[src/hdl/tca_pkg.sv]
// ----------------------------------------------------------------------------
// tca_pkg
// Shared widths, codes and control types of the touch coordinate averager.
// ----------------------------------------------------------------------------
package tca_pkg;

   localparam int RAW_W      = 16;   // raw converter word
   localparam int OFS_W      = 12;   // calibration offset
   localparam int GAIN_W     = 16;   // Q0.16 gain
   localparam int POS_W      = 14;   // calibrated position, two's complement
   localparam int MAG0_W     = 13;   // magnitude of one calibrated sample
   localparam int FRAC_W     = 16;   // fraction bits of the gain
   localparam int RAW_SHIFT  = 3;    // converter words carry three padding bits
   localparam int FULL_SCALE = 4096; // axis inversion point
   localparam int CSR_W      = 16;
   localparam int CSR_IDX_W  = 2;

   typedef logic [1:0]              status_type;
   typedef logic signed [POS_W-1:0] pos_type;
   typedef logic [RAW_W-1:0]        raw_type;
   typedef logic [OFS_W-1:0]        offset_type;
   typedef logic [GAIN_W-1:0]       gain_type;
   typedef logic [CSR_IDX_W-1:0]    csr_index_type;
   typedef logic [CSR_W-1:0]        csr_data_type;

   localparam status_type STATUS_NONE    = 2'd0;
   localparam status_type STATUS_FILLING = 2'd1;
   localparam status_type STATUS_VALID   = 2'd2;

   localparam csr_index_type CSR_Y_OFFSET = 2'd0;
   localparam csr_index_type CSR_Y_GAIN   = 2'd1;
   localparam csr_index_type CSR_X_OFFSET = 2'd2;
   localparam csr_index_type CSR_X_GAIN   = 2'd3;

   localparam offset_type Y_OFFSET_RESET = 12'd280;
   localparam gain_type   Y_GAIN_RESET   = 16'd6139;
   localparam offset_type X_OFFSET_RESET = 12'd330;
   localparam gain_type   X_GAIN_RESET   = 16'd4546;

   // Operation that one microcode step asks of both axis lanes.
   typedef enum logic [2:0] {
      LOP_NONE,
      LOP_LOAD,   // invert and offset the raw word
      LOP_STORE,  // scale by the gain, write the ring, clear the accumulator
      LOP_SCAN,   // add one ring entry, watch for a zero entry
      LOP_MUL,    // multiply the sum magnitude by the reciprocal of the depth
      LOP_REM,    // quotient estimate and remainder check
      LOP_FIN,    // corrected, signed quotient into the held position
      LOP_CLEAR   // pen up: clear ring and held position
   } lane_op_type;

   // Sequencer steps, in program order.
   typedef enum logic [3:0] {
      ST_WAIT,
      ST_STORE,
      ST_SCAN,
      ST_TEST,
      ST_REM,
      ST_FIN,
      ST_CLEAR,
      ST_HOLD,
      ST_OUT
   } step_type;

   typedef enum logic [2:0] {
      COND_NEXT,  // fall through
      COND_GOTO,  // jump always
      COND_REQ,   // wait for an item, jump on pen up
      COND_LOOP,  // jump back until the last ring entry is read
      COND_ZERO,  // jump when a zero Y entry was seen
      COND_OUT    // wait for the result register, then jump
   } cond_type;

   typedef struct packed {
      lane_op_type op;
      cond_type    cond;
      step_type    target;
      logic        req_ready;
      logic        emit;
      logic        status_we;
      status_type  status;
   } ucode_type;

   // Control that the sequencer hands to the datapath and the top level.
   typedef struct packed {
      lane_op_type op;
      logic        req_ready;
      logic        emit;
      logic        status_we;
      status_type  status;
   } seq_ctl_type;

endpackage

[src/hdl/tca_lane.sv]
// ----------------------------------------------------------------------------
// tca_lane
// One axis: calibration, sample ring, ring sum and division by the depth.
// ----------------------------------------------------------------------------
module tca_lane #(
   parameter int DEPTH = 10
) (
   input  logic                     clock,
   input  logic                     reset,
   input  tca_pkg::lane_op_type     op,
   input  tca_pkg::raw_type         raw,
   input  tca_pkg::offset_type      offset,
   input  tca_pkg::gain_type        gain,
   input  logic [$clog2(DEPTH)-1:0] wr_idx,
   input  logic [$clog2(DEPTH)-1:0] rd_idx,
   output logic                     zero_seen,
   output tca_pkg::pos_type         held
);
   import tca_pkg::*;

   localparam int SUM_W = POS_W + $clog2(DEPTH);
   localparam int MAG_W = SUM_W - 1;
   localparam int MB_W  = (MAG_W > GAIN_W) ? MAG_W : GAIN_W;
   localparam int P_W   = MAG_W + MB_W;
   // Reciprocal of the depth; the quotient estimate is at most one too small.
   localparam int unsigned RECIP = (2 ** MAG_W) / DEPTH;

   pos_type                  ring_ff [DEPTH];
   pos_type                  held_ff, held_in;
   pos_type                  v_ff, v_in;
   logic signed [SUM_W-1:0]  acc_ff, acc_in, acc_abs;
   logic                     zero_ff;
   logic [P_W-1:0]           prod_ff;
   logic [MAG_W-1:0]         mag_ff, acc_mag, q0, qd, rem, q0_ff, q_sum;
   logic                     sign_ff, bump_ff, bump_in;
   logic                     cal_neg;
   pos_type                  cal_abs, entry_in, ring_rd;
   logic [MAG0_W-1:0]        cal_mag, scaled;
   logic [POS_W-1:0]         scaled_ext, q_pos;
   logic [MAG_W-1:0]         mul_a;
   logic [MB_W-1:0]          mul_b;
   logic [P_W-1:0]           mul_p;

   assign v_in = $signed(POS_W'(FULL_SCALE) - POS_W'(raw[RAW_W-1:RAW_SHIFT])
                         - POS_W'(offset));

   assign cal_neg = v_ff[POS_W-1];
   assign cal_abs = cal_neg ? -v_ff : v_ff;
   assign cal_mag = cal_abs[MAG0_W-1:0];

   assign acc_abs = acc_ff[SUM_W-1] ? -acc_ff : acc_ff;
   assign acc_mag = acc_abs[MAG_W-1:0];

   // One multiplier serves both the gain and the reciprocal.
   always_comb begin
      if (op == LOP_MUL) begin
         mul_a = acc_mag;
         mul_b = MB_W'(RECIP);
      end else begin
         mul_a = MAG_W'(cal_mag);
         mul_b = MB_W'(gain);
      end
   end

   assign mul_p = P_W'(mul_a) * P_W'(mul_b);

   assign scaled     = mul_p[FRAC_W +: MAG0_W];
   assign scaled_ext = POS_W'(scaled);
   assign entry_in   = cal_neg ? -$signed(scaled_ext) : $signed(scaled_ext);

   assign ring_rd = ring_ff[rd_idx];
   assign acc_in  = acc_ff + SUM_W'(ring_rd);

   assign q0      = prod_ff[MAG_W +: MAG_W];
   assign qd      = q0 * MAG_W'(DEPTH);
   assign rem     = mag_ff - qd;
   assign bump_in = (rem >= MAG_W'(DEPTH));

   assign q_sum   = q0_ff + MAG_W'(bump_ff);
   assign q_pos   = q_sum[POS_W-1:0];
   assign held_in = sign_ff ? -$signed(q_pos) : $signed(q_pos);

   always_ff @(posedge clock) begin
      if (reset) begin
         for (int i = 0; i < DEPTH; i++) begin
            ring_ff[i] <= '0;
         end
         held_ff <= '0;
      end else begin
         unique case (op)
            LOP_STORE: ring_ff[wr_idx] <= entry_in;
            LOP_CLEAR: begin
               for (int i = 0; i < DEPTH; i++) begin
                  ring_ff[i] <= '0;
               end
               held_ff <= '0;
            end
            LOP_FIN: held_ff <= held_in;
            default: ;
         endcase
      end
   end

   always_ff @(posedge clock) begin
      unique case (op)
         LOP_LOAD: v_ff <= v_in;
         LOP_STORE: begin
            acc_ff  <= '0;
            zero_ff <= 1'b0;
         end
         LOP_SCAN: begin
            acc_ff  <= acc_in;
            zero_ff <= zero_ff | (ring_rd == '0);
         end
         LOP_MUL: begin
            prod_ff <= mul_p;
            mag_ff  <= acc_mag;
            sign_ff <= acc_ff[SUM_W-1];
         end
         LOP_REM: begin
            q0_ff   <= q0;
            bump_ff <= bump_in;
         end
         default: ;
      endcase
   end

   assign zero_seen = zero_ff;
   assign held      = held_ff;

endmodule

[src/hdl/tca_seq.sv]
// ----------------------------------------------------------------------------
// tca_seq
// Microcode sequencer: step counter, program table and loop counter.
// ----------------------------------------------------------------------------
module tca_seq #(
   parameter int DEPTH = 10
) (
   input  logic                     clock,
   input  logic                     reset,
   input  logic                     req_valid,
   input  logic                     req_pen_up,
   input  logic                     zero_seen,
   input  logic                     out_free,
   output tca_pkg::seq_ctl_type     ctl,
   output logic [$clog2(DEPTH)-1:0] rd_idx
);
   import tca_pkg::*;

   localparam int IDX_W = $clog2(DEPTH);

   step_type         step_ff, step_in, step_nxt;
   logic [IDX_W-1:0] cnt_ff, cnt_in;
   logic             last;
   ucode_type        word;

   function automatic ucode_type ucode_rom(step_type s);
      ucode_type w;
      w = '{op: LOP_NONE, cond: COND_NEXT, target: ST_WAIT, req_ready: 1'b0,
            emit: 1'b0, status_we: 1'b0, status: STATUS_NONE};
      unique case (s)
         ST_WAIT: begin
            w.op = LOP_LOAD;  w.cond = COND_REQ;  w.target = ST_CLEAR;
            w.req_ready = 1'b1;
         end
         ST_STORE: w.op = LOP_STORE;
         ST_SCAN: begin
            w.op = LOP_SCAN;  w.cond = COND_LOOP; w.target = ST_SCAN;
         end
         ST_TEST: begin
            w.op = LOP_MUL;   w.cond = COND_ZERO; w.target = ST_HOLD;
         end
         ST_REM:  w.op = LOP_REM;
         ST_FIN: begin
            w.op = LOP_FIN;   w.cond = COND_GOTO; w.target = ST_OUT;
            w.status_we = 1'b1; w.status = STATUS_VALID;
         end
         ST_CLEAR: begin
            w.op = LOP_CLEAR; w.cond = COND_GOTO; w.target = ST_OUT;
            w.status_we = 1'b1; w.status = STATUS_NONE;
         end
         ST_HOLD: begin
            w.status_we = 1'b1; w.status = STATUS_FILLING;
         end
         ST_OUT: begin
            w.cond = COND_OUT; w.target = ST_WAIT; w.emit = 1'b1;
         end
         default: begin
            w.cond = COND_GOTO; w.target = ST_WAIT;
         end
      endcase
      return w;
   endfunction

   assign word     = ucode_rom(step_ff);
   assign step_nxt = step_type'(4'(step_ff + 4'd1));
   assign last     = (cnt_ff == IDX_W'(DEPTH - 1));

   always_comb begin
      unique case (word.cond)
         COND_NEXT: step_in = step_nxt;
         COND_GOTO: step_in = word.target;
         COND_REQ:  step_in = !req_valid ? step_ff : (req_pen_up ? word.target : step_nxt);
         COND_LOOP: step_in = last ? step_nxt : word.target;
         COND_ZERO: step_in = zero_seen ? word.target : step_nxt;
         COND_OUT:  step_in = out_free ? word.target : step_ff;
         default:   step_in = ST_WAIT;
      endcase
   end

   always_comb begin
      unique case (word.op)
         LOP_STORE: cnt_in = '0;
         LOP_SCAN:  cnt_in = cnt_ff + IDX_W'(1);
         default:   cnt_in = cnt_ff;
      endcase
   end

   always_ff @(posedge clock) begin
      if (reset) begin
         step_ff <= ST_WAIT;
      end else begin
         step_ff <= step_in;
      end
   end

   always_ff @(posedge clock) begin
      cnt_ff <= cnt_in;
   end

   always_comb begin
      ctl.op        = (word.op == LOP_LOAD && !req_valid) ? LOP_NONE : word.op;
      ctl.req_ready = word.req_ready;
      ctl.emit      = word.emit && out_free;
      ctl.status_we = word.status_we;
      ctl.status    = word.status;
   end

   assign rd_idx = cnt_ff;

endmodule

[src/hdl/touch_coordinate_average.sv]
// ----------------------------------------------------------------------------
// touch_coordinate_average
// Moving average over the last DEPTH calibrated touch samples, per axis.
// ----------------------------------------------------------------------------
//
//   channel  direction  handshake            fields
//   req      in         req_valid/req_ready  req_pen_up, req_raw_y, req_raw_x
//   rsp      out        rsp_valid/rsp_ready  rsp_touch_status, rsp_y_pos, rsp_x_pos
//   csr      in         csr_we               csr_index, csr_wdata
//
// A pen-down item goes through the store step, ring scan and test, then the
// remainder and final steps for a new average, or the hold step when the
// ring is not yet full; a pen-up item goes through the clear step. Each ends
// in the output step. The loop step reads one entry of each ring per cycle.
// One item is worked on at a time; the result register lets the next item
// in while the previous result still waits for rsp_ready. The last step of
// an item stalls only while that register still holds an unaccepted result.
// Reset is synchronous and leaves the rings and held positions at zero,
// the write index at zero and the calibration registers at their defaults.
//
// Each axis goes through one lane: invert and offset the raw word, scale it
// by the Q0.16 gain truncating toward zero, and store it at the write index.
// The sequencer then walks the ring, summing entries and looking for a zero
// Y entry. A zero entry means the ring is not yet full and the held
// positions stay. Otherwise the sum is divided by DEPTH with a reciprocal
// multiply and a one-step correction, and becomes the new held position.
// The write index moves on every item, pen-up items included.
module touch_coordinate_average #(
   parameter int DEPTH = 10
) (
   input  logic                   clock,
   input  logic                   reset,
   input  logic                   req_valid,
   output logic                   req_ready,
   input  logic                   req_pen_up,
   input  tca_pkg::raw_type       req_raw_y,
   input  tca_pkg::raw_type       req_raw_x,
   output logic                   rsp_valid,
   input  logic                   rsp_ready,
   output tca_pkg::status_type    rsp_touch_status,
   output tca_pkg::pos_type       rsp_y_pos,
   output tca_pkg::pos_type       rsp_x_pos,
   input  logic                   csr_we,
   input  tca_pkg::csr_index_type csr_index,
   input  tca_pkg::csr_data_type  csr_wdata
);
   import tca_pkg::*;

   localparam int IDX_W = $clog2(DEPTH);

   // Calibration registers.
   offset_type y_offset_ff, x_offset_ff;
   gain_type   y_gain_ff, x_gain_ff;

   // Write index into both rings.
   logic [IDX_W-1:0] idx_ff, idx_in;
   logic             accept;

   seq_ctl_type      ctl;
   logic [IDX_W-1:0] rd_idx;
   logic             y_zero;
   pos_type          y_held, x_held;
   status_type       status_ff;

   // Result register.
   logic             rsp_valid_ff, rsp_valid_in;
   status_type       rsp_status_ff;
   pos_type          rsp_y_ff, rsp_x_ff;
   logic             out_free;

   assign req_ready = ctl.req_ready;
   assign accept    = req_valid && ctl.req_ready;
   assign out_free  = !rsp_valid_ff || rsp_ready;

   always_ff @(posedge clock) begin
      if (reset) begin
         y_offset_ff <= Y_OFFSET_RESET;
         y_gain_ff   <= Y_GAIN_RESET;
         x_offset_ff <= X_OFFSET_RESET;
         x_gain_ff   <= X_GAIN_RESET;
      end else if (csr_we) begin
         unique case (csr_index)
            CSR_Y_OFFSET: y_offset_ff <= csr_wdata[OFS_W-1:0];
            CSR_Y_GAIN:   y_gain_ff   <= csr_wdata[GAIN_W-1:0];
            CSR_X_OFFSET: x_offset_ff <= csr_wdata[OFS_W-1:0];
            CSR_X_GAIN:   x_gain_ff   <= csr_wdata[GAIN_W-1:0];
            default: ;
         endcase
      end
   end

   // The index advances at acceptance, so the store step already sees the
   // slot that this item writes.
   always_comb begin
      idx_in = idx_ff;
      if (accept) begin
         idx_in = (idx_ff == IDX_W'(DEPTH - 1)) ? '0 : idx_ff + IDX_W'(1);
      end
   end

   always_ff @(posedge clock) begin
      if (reset) begin
         idx_ff <= '0;
      end else begin
         idx_ff <= idx_in;
      end
   end

   tca_seq #(
      .DEPTH (DEPTH)
   ) u_seq (
      .clock      (clock),
      .reset      (reset),
      .req_valid  (req_valid),
      .req_pen_up (req_pen_up),
      .zero_seen  (y_zero),
      .out_free   (out_free),
      .ctl        (ctl),
      .rd_idx     (rd_idx)
   );

   tca_lane #(
      .DEPTH (DEPTH)
   ) u_lane_y (
      .clock     (clock),
      .reset     (reset),
      .op        (ctl.op),
      .raw       (req_raw_y),
      .offset    (y_offset_ff),
      .gain      (y_gain_ff),
      .wr_idx    (idx_ff),
      .rd_idx    (rd_idx),
      .zero_seen (y_zero),
      .held      (y_held)
   );

   // Only the Y ring decides whether the rings count as full.
   tca_lane #(
      .DEPTH (DEPTH)
   ) u_lane_x (
      .clock     (clock),
      .reset     (reset),
      .op        (ctl.op),
      .raw       (req_raw_x),
      .offset    (x_offset_ff),
      .gain      (x_gain_ff),
      .wr_idx    (idx_ff),
      .rd_idx    (rd_idx),
      .zero_seen (),
      .held      (x_held)
   );

   always_ff @(posedge clock) begin
      if (ctl.status_we) begin
         status_ff <= ctl.status;
      end
   end

   always_comb begin
      rsp_valid_in = rsp_valid_ff;
      if (ctl.emit) begin
         rsp_valid_in = 1'b1;
      end else if (rsp_ready) begin
         rsp_valid_in = 1'b0;
      end
   end

   always_ff @(posedge clock) begin
      if (reset) begin
         rsp_valid_ff <= 1'b0;
      end else begin
         rsp_valid_ff <= rsp_valid_in;
      end
   end

   always_ff @(posedge clock) begin
      if (ctl.emit) begin
         rsp_status_ff <= status_ff;
         rsp_y_ff      <= y_held;
         rsp_x_ff      <= x_held;
      end
   end

   assign rsp_valid        = rsp_valid_ff;
   assign rsp_touch_status = rsp_status_ff;
   assign rsp_y_pos        = rsp_y_ff;
   assign rsp_x_pos        = rsp_x_ff;

endmodule

[config.mk]
export PLATFORM = sky130hd
export DESIGN_NAME = touch_coordinate_average
export DESIGN_NICKNAME = d
export VERILOG_FILES = /design/src/hdl/tca_pkg.sv /design/src/hdl/tca_lane.sv /design/src/hdl/tca_seq.sv /design/src/hdl/touch_coordinate_average.sv
export SDC_FILE = /design/constraint.sdc
export NUM_CORES = 2
export LEC_CHECK = 0
export BUFFER_PORTS_ARGS = -buffer_cell sky130_fd_sc_hd__buf_2
export CORE_UTILIZATION = 65
export DETAILED_ROUTE_END_ITERATION = 6
export GPL_ROUTABILITY_DRIVEN = 0
export PLACE_DENSITY = 0.79
export SYNTH_ARGS = -nofsm -noshare
export SYNTH_HDL_FRONTEND = slang
export SYNTH_SLANG_ARGS = --single-unit
[constraint.sdc]
create_clock -name clock -period 14.9 [get_ports clock]
set_clock_uncertainty 0.05 [all_clocks]
set_input_delay 2.235 -clock clock [delete_from_list [all_inputs] [get_ports clock]]
set_output_delay 2.235 -clock clock [all_outputs]
set_load 0.01 [all_outputs]
==> flow_metrics.env <==
export IMPL_ys_async_sr_fraction_pct=0
export IMPL_crit_top_cell="inv_1"
export IMPL_use_met2_pct=53.0
export IMPL_yosys_warnings=0
export IMPL_cts_path_max_buffers=3
export IMPL_whs_path_depth=0
export IMPL_cpPeakStageDelay_ps=810
export IMPL_die_w_um=291
export IMPL_fillCellCount=5667
export IMPL_period_needed_ps=11600
export IMPL_portBuffers=81
export IMPL_dp_hpwl_mm=100
export IMPL_setup_tns_ps=0
export IMPL_synth_seq_cells=742
export IMPL_drt_total_wl_mm=139
export IMPL_min_to="rsp_touch_status[1]"
export IMPL_antenna_found_initial=4
export IMPL_start_util_pct=65.9
export IMPL_pin_count=88
export IMPL_die_area_mm2=0.0847
export IMPL_drv_slew=0
export IMPL_ant_nets=0
export IMPL_max_cap_violations=0
export IMPL_antenna_cells=0
export IMPL_met1_usage_pct=45.4
export IMPL_worstSetupStartpointType="flop"
export IMPL_end_kind="flop"
export IMPL_worstPathMaxFanout=94
export IMPL_post_cts_repair_setup_buffers=0
export IMPL_reg2reg_to="u_lane_x.ring_ff[15][12]"
export IMPL_timing_fmax_mhz=86.2
export IMPL_worst_path_max_delay_cell="xor2_1"
export IMPL_met3_usage_pct=8.68
export IMPL_worst_slew_pin_slew_ps=1130
export IMPL_ys_types=93
export IMPL_wire_per_inst_um=22.3
export IMPL_drt_pass1_iterations=7
export IMPL_grt_overflow_total=0
export IMPL_grt_pass1_vias=38600
export IMPL_die_h_um=291
export IMPL_crit_buf_inv=12
export IMPL_cts_made_buffers=75
export IMPL_cts_tree="yes"
export IMPL_synth_edf_count=645
export IMPL_cp_arrival_ps=11860
export IMPL_cts_sinks=742
export IMPL_grt_pass1_wl_mm=217
export IMPL_fin_crit_sh_pct=77.9
export IMPL_cp_required_ps=15160
export IMPL_violations="DRC"
export IMPL_ff2ff_path_depth=33
export IMPL_num_vias=38400
export IMPL_areaGrowthSynthToFinish_pct=8.19
export IMPL_drive_gt1_share_pct=9.14
export IMPL_status="finished with violations"
export IMPL_via_per_inst=6.16
export IMPL_reg2reg_from="u_seq.step_ff[0]"
export IMPL_drcViolationCount=1
export IMPL_finalSetupViolCount=0
export IMPL_postCtsHoldBufs=0
export IMPL_fin_nets=5975
export IMPL_hold_viol=0
export IMPL_rsz0062_at_grt="no"
export IMPL_critPathTopFamily="adder cells"
export IMPL_cts_resized_gates=0
export IMPL_gr_max_usage_layer="met2"
export IMPL_hold_path_class="reg2reg"
export IMPL_drt_iter0_markers=3903
export IMPL_coreArea_mm2=0.0824
export IMPL_synthCells=5024
export IMPL_synth_area_mm2=0.0543
export IMPL_critPathKind="reg2reg"
export IMPL_insertion_delay_ps=680
export IMPL_avgSynthCellArea_um2=10.8
export IMPL_rows=105
export IMPL_ys_seq_area_share_pct=39.3
export IMPL_grt_max_degree=95
export IMPL_htreeDepth=3
export IMPL_clk_pin_slew_ps=70
export IMPL_crit_start="u_seq.step_ff[0]"
export IMPL_max_slew_margin_rel_pct=24.2
export IMPL_synth_ff_type="edfxtp_1"
export IMPL_grtUsageTotal_pct=33.7
export IMPL_min_from="status_ff[1]"
export IMPL_cts_root_buf="clkbuf_16"
export IMPL_reg2reg_setup_slack_ps=3300
## layer usage
metal,part of all wire [%],up-vias
met5,0.014,-
met4,3.9,4
met3,12,403
met2,46,2106
met1,39,18900
li1,-,17100
## layout by cell type (no fill, tap or decap), types with 15 or more instances in the layout
cell type | Yosys | layout
clkbuf_1 | 159 | 16
xnor2_1 | 133 | 133
or3_1 | 22 | 22
o41ai_1 | 20 | 19
nor3_1 | 63 | 63
o31ai_1 | 26 | 26
ha_1 | 384 | 384
o21a_1 | 26 | 26
a21o_1 | 60 | 60
buf_2 | 13 | 81
fa_1 | 422 | 422
nand3b_1 | 28 | 28
mux4_2 | 140 | 140
dfxtp_1 | 97 | 94
o21ai_0 | 139 | 139
conb_1 | 2 | 64
a21boi_0 | 19 | 19
clkbuf_16 | 0 | 79
a211oi_1 | 19 | 19
edfxtp_1 | 645 | 645
and3_1 | 29 | 28
inv_1 | 693 | 693
buf_4 | 6 | 73
nor2b_1 | 42 | 41
a21oi_1 | 170 | 170
nor2_1 | 639 | 635
mux2i_1 | 16 | 16
nand2b_1 | 38 | 38
a22oi_1 | 22 | 22
xor2_1 | 101 | 101
and2_1 | 51 | 51
nand3_1 | 62 | 62
or2_2 | 15 | 15
nand2_1 | 525 | 520
## kinds of logic after synthesis
group / synth area share (%)
and+or+nand+nor: 12.9
buffers and inverters: 6.35
muxes: 6.19
AOI/OAI and AO/OA: 7.08
xor gates and xnor gates: 3.78
adders and majority gates: 24.4
other: 0.0138
DFF: 39.3
## synthesized netlist by cell type, types with 16 or more instances
master,instances,area [um2]
nor2_1,639,2400
a22oi_1,22,165
a21boi_0,19,143
a21o_1,60,450
a21oi_1,170,851
inv_1,693,2600
mux4_2,140,3150
and2_1,51,319
edfxtp_1,645,19400
nand3_1,62,310
a211oi_1,19,143
o31ai_1,26,195
xor2_1,101,885
clkbuf_1,159,597
and3_1,29,181
buf_1,22,82.6
fa_1,422,8450
o41ai_1,20,175
ha_1,384,4800
nor3_1,63,315
o21ai_0,139,696
nand2_1,525,1970
mux2i_1,16,160
xnor2_1,133,1160
or3_1,22,138
nor2b_1,42,263
nand2b_1,38,238
dfxtp_1,97,1940
o21a_1,26,195
nand3b_1,28,210
## through the flow
stage | area (um2) | instances | setup slack, ps | hold WS (ps) | util (%)
detailed placement | 56000 | 6106 | 3510 | 364 | 68.0
global route | 58700 | 6243 | 2650 | 353 | 71.3
finish | 58700 | 6243 | 3300 | 359 | 71.3
CTS | 58700 | 6243 | 3410 | 357 | 71.3
floorplan | 54500 | 5086 | 4350 | 350 | -
global placement | 56000 | 6106 | 3750 | 355 | 68.0
## flip-flops by register name (all words and copies together), names as in the netlist, 12 cells and up, named ones only
name              flops
u_lane_x.ring_ff    224
u_lane_y.ring_ff    224
u_lane_x.acc_ff      18
u_lane_y.acc_ff      18
u_lane_x.mag_ff      16
u_lane_x.prod_ff     16
u_lane_y.mag_ff      16
u_lane_y.prod_ff     16
x_gain_ff            16
y_gain_ff            16
rsp_x_pos            14
rsp_y_pos            14
u_lane_x.held        14
u_lane_x.q0_ff       14
u_lane_x.v_ff        14
u_lane_y.held        14
u_lane_y.q0_ff       14
u_lane_y.v_ff        14
x_offset_ff          12
y_offset_ff          12
## how the worst max path moves through the flow
stage / endpoint / depth (start not counted) / slack (ps)
4_1_cts: u_lane_x.ring_ff[12][12] / 33 / 3410
3_5_place_dp: u_lane_x.ring_ff[12][12] / 33 / 3510
3_3_place_gp: u_lane_x.ring_ff[12][12] / 32 / 3750
5_1_grt: u_lane_x.ring_ff[13][12] / 33 / 2650
6_report: u_lane_x.ring_ff[15][12] / 33 / 3300
2_1_floorplan: u_lane_y.ring_ff[10][13] / 31 / 4350
## layout make-up
cell class,count,area [um2],area share (%)
clock inverters,34,533,0.908
well taps,1070,1340,2.28
inverters,696,2620,4.45
multi-input cells,3444,29800,50.8
repair buffers,154,953,1.62
clock buffers,103,2150,3.66
flip-flops and latches,742,21300,36.3
Power is left out: the tool's default activity adds up to more than one toggle a clock period on the data nets, which glitch-free logic cannot reach.
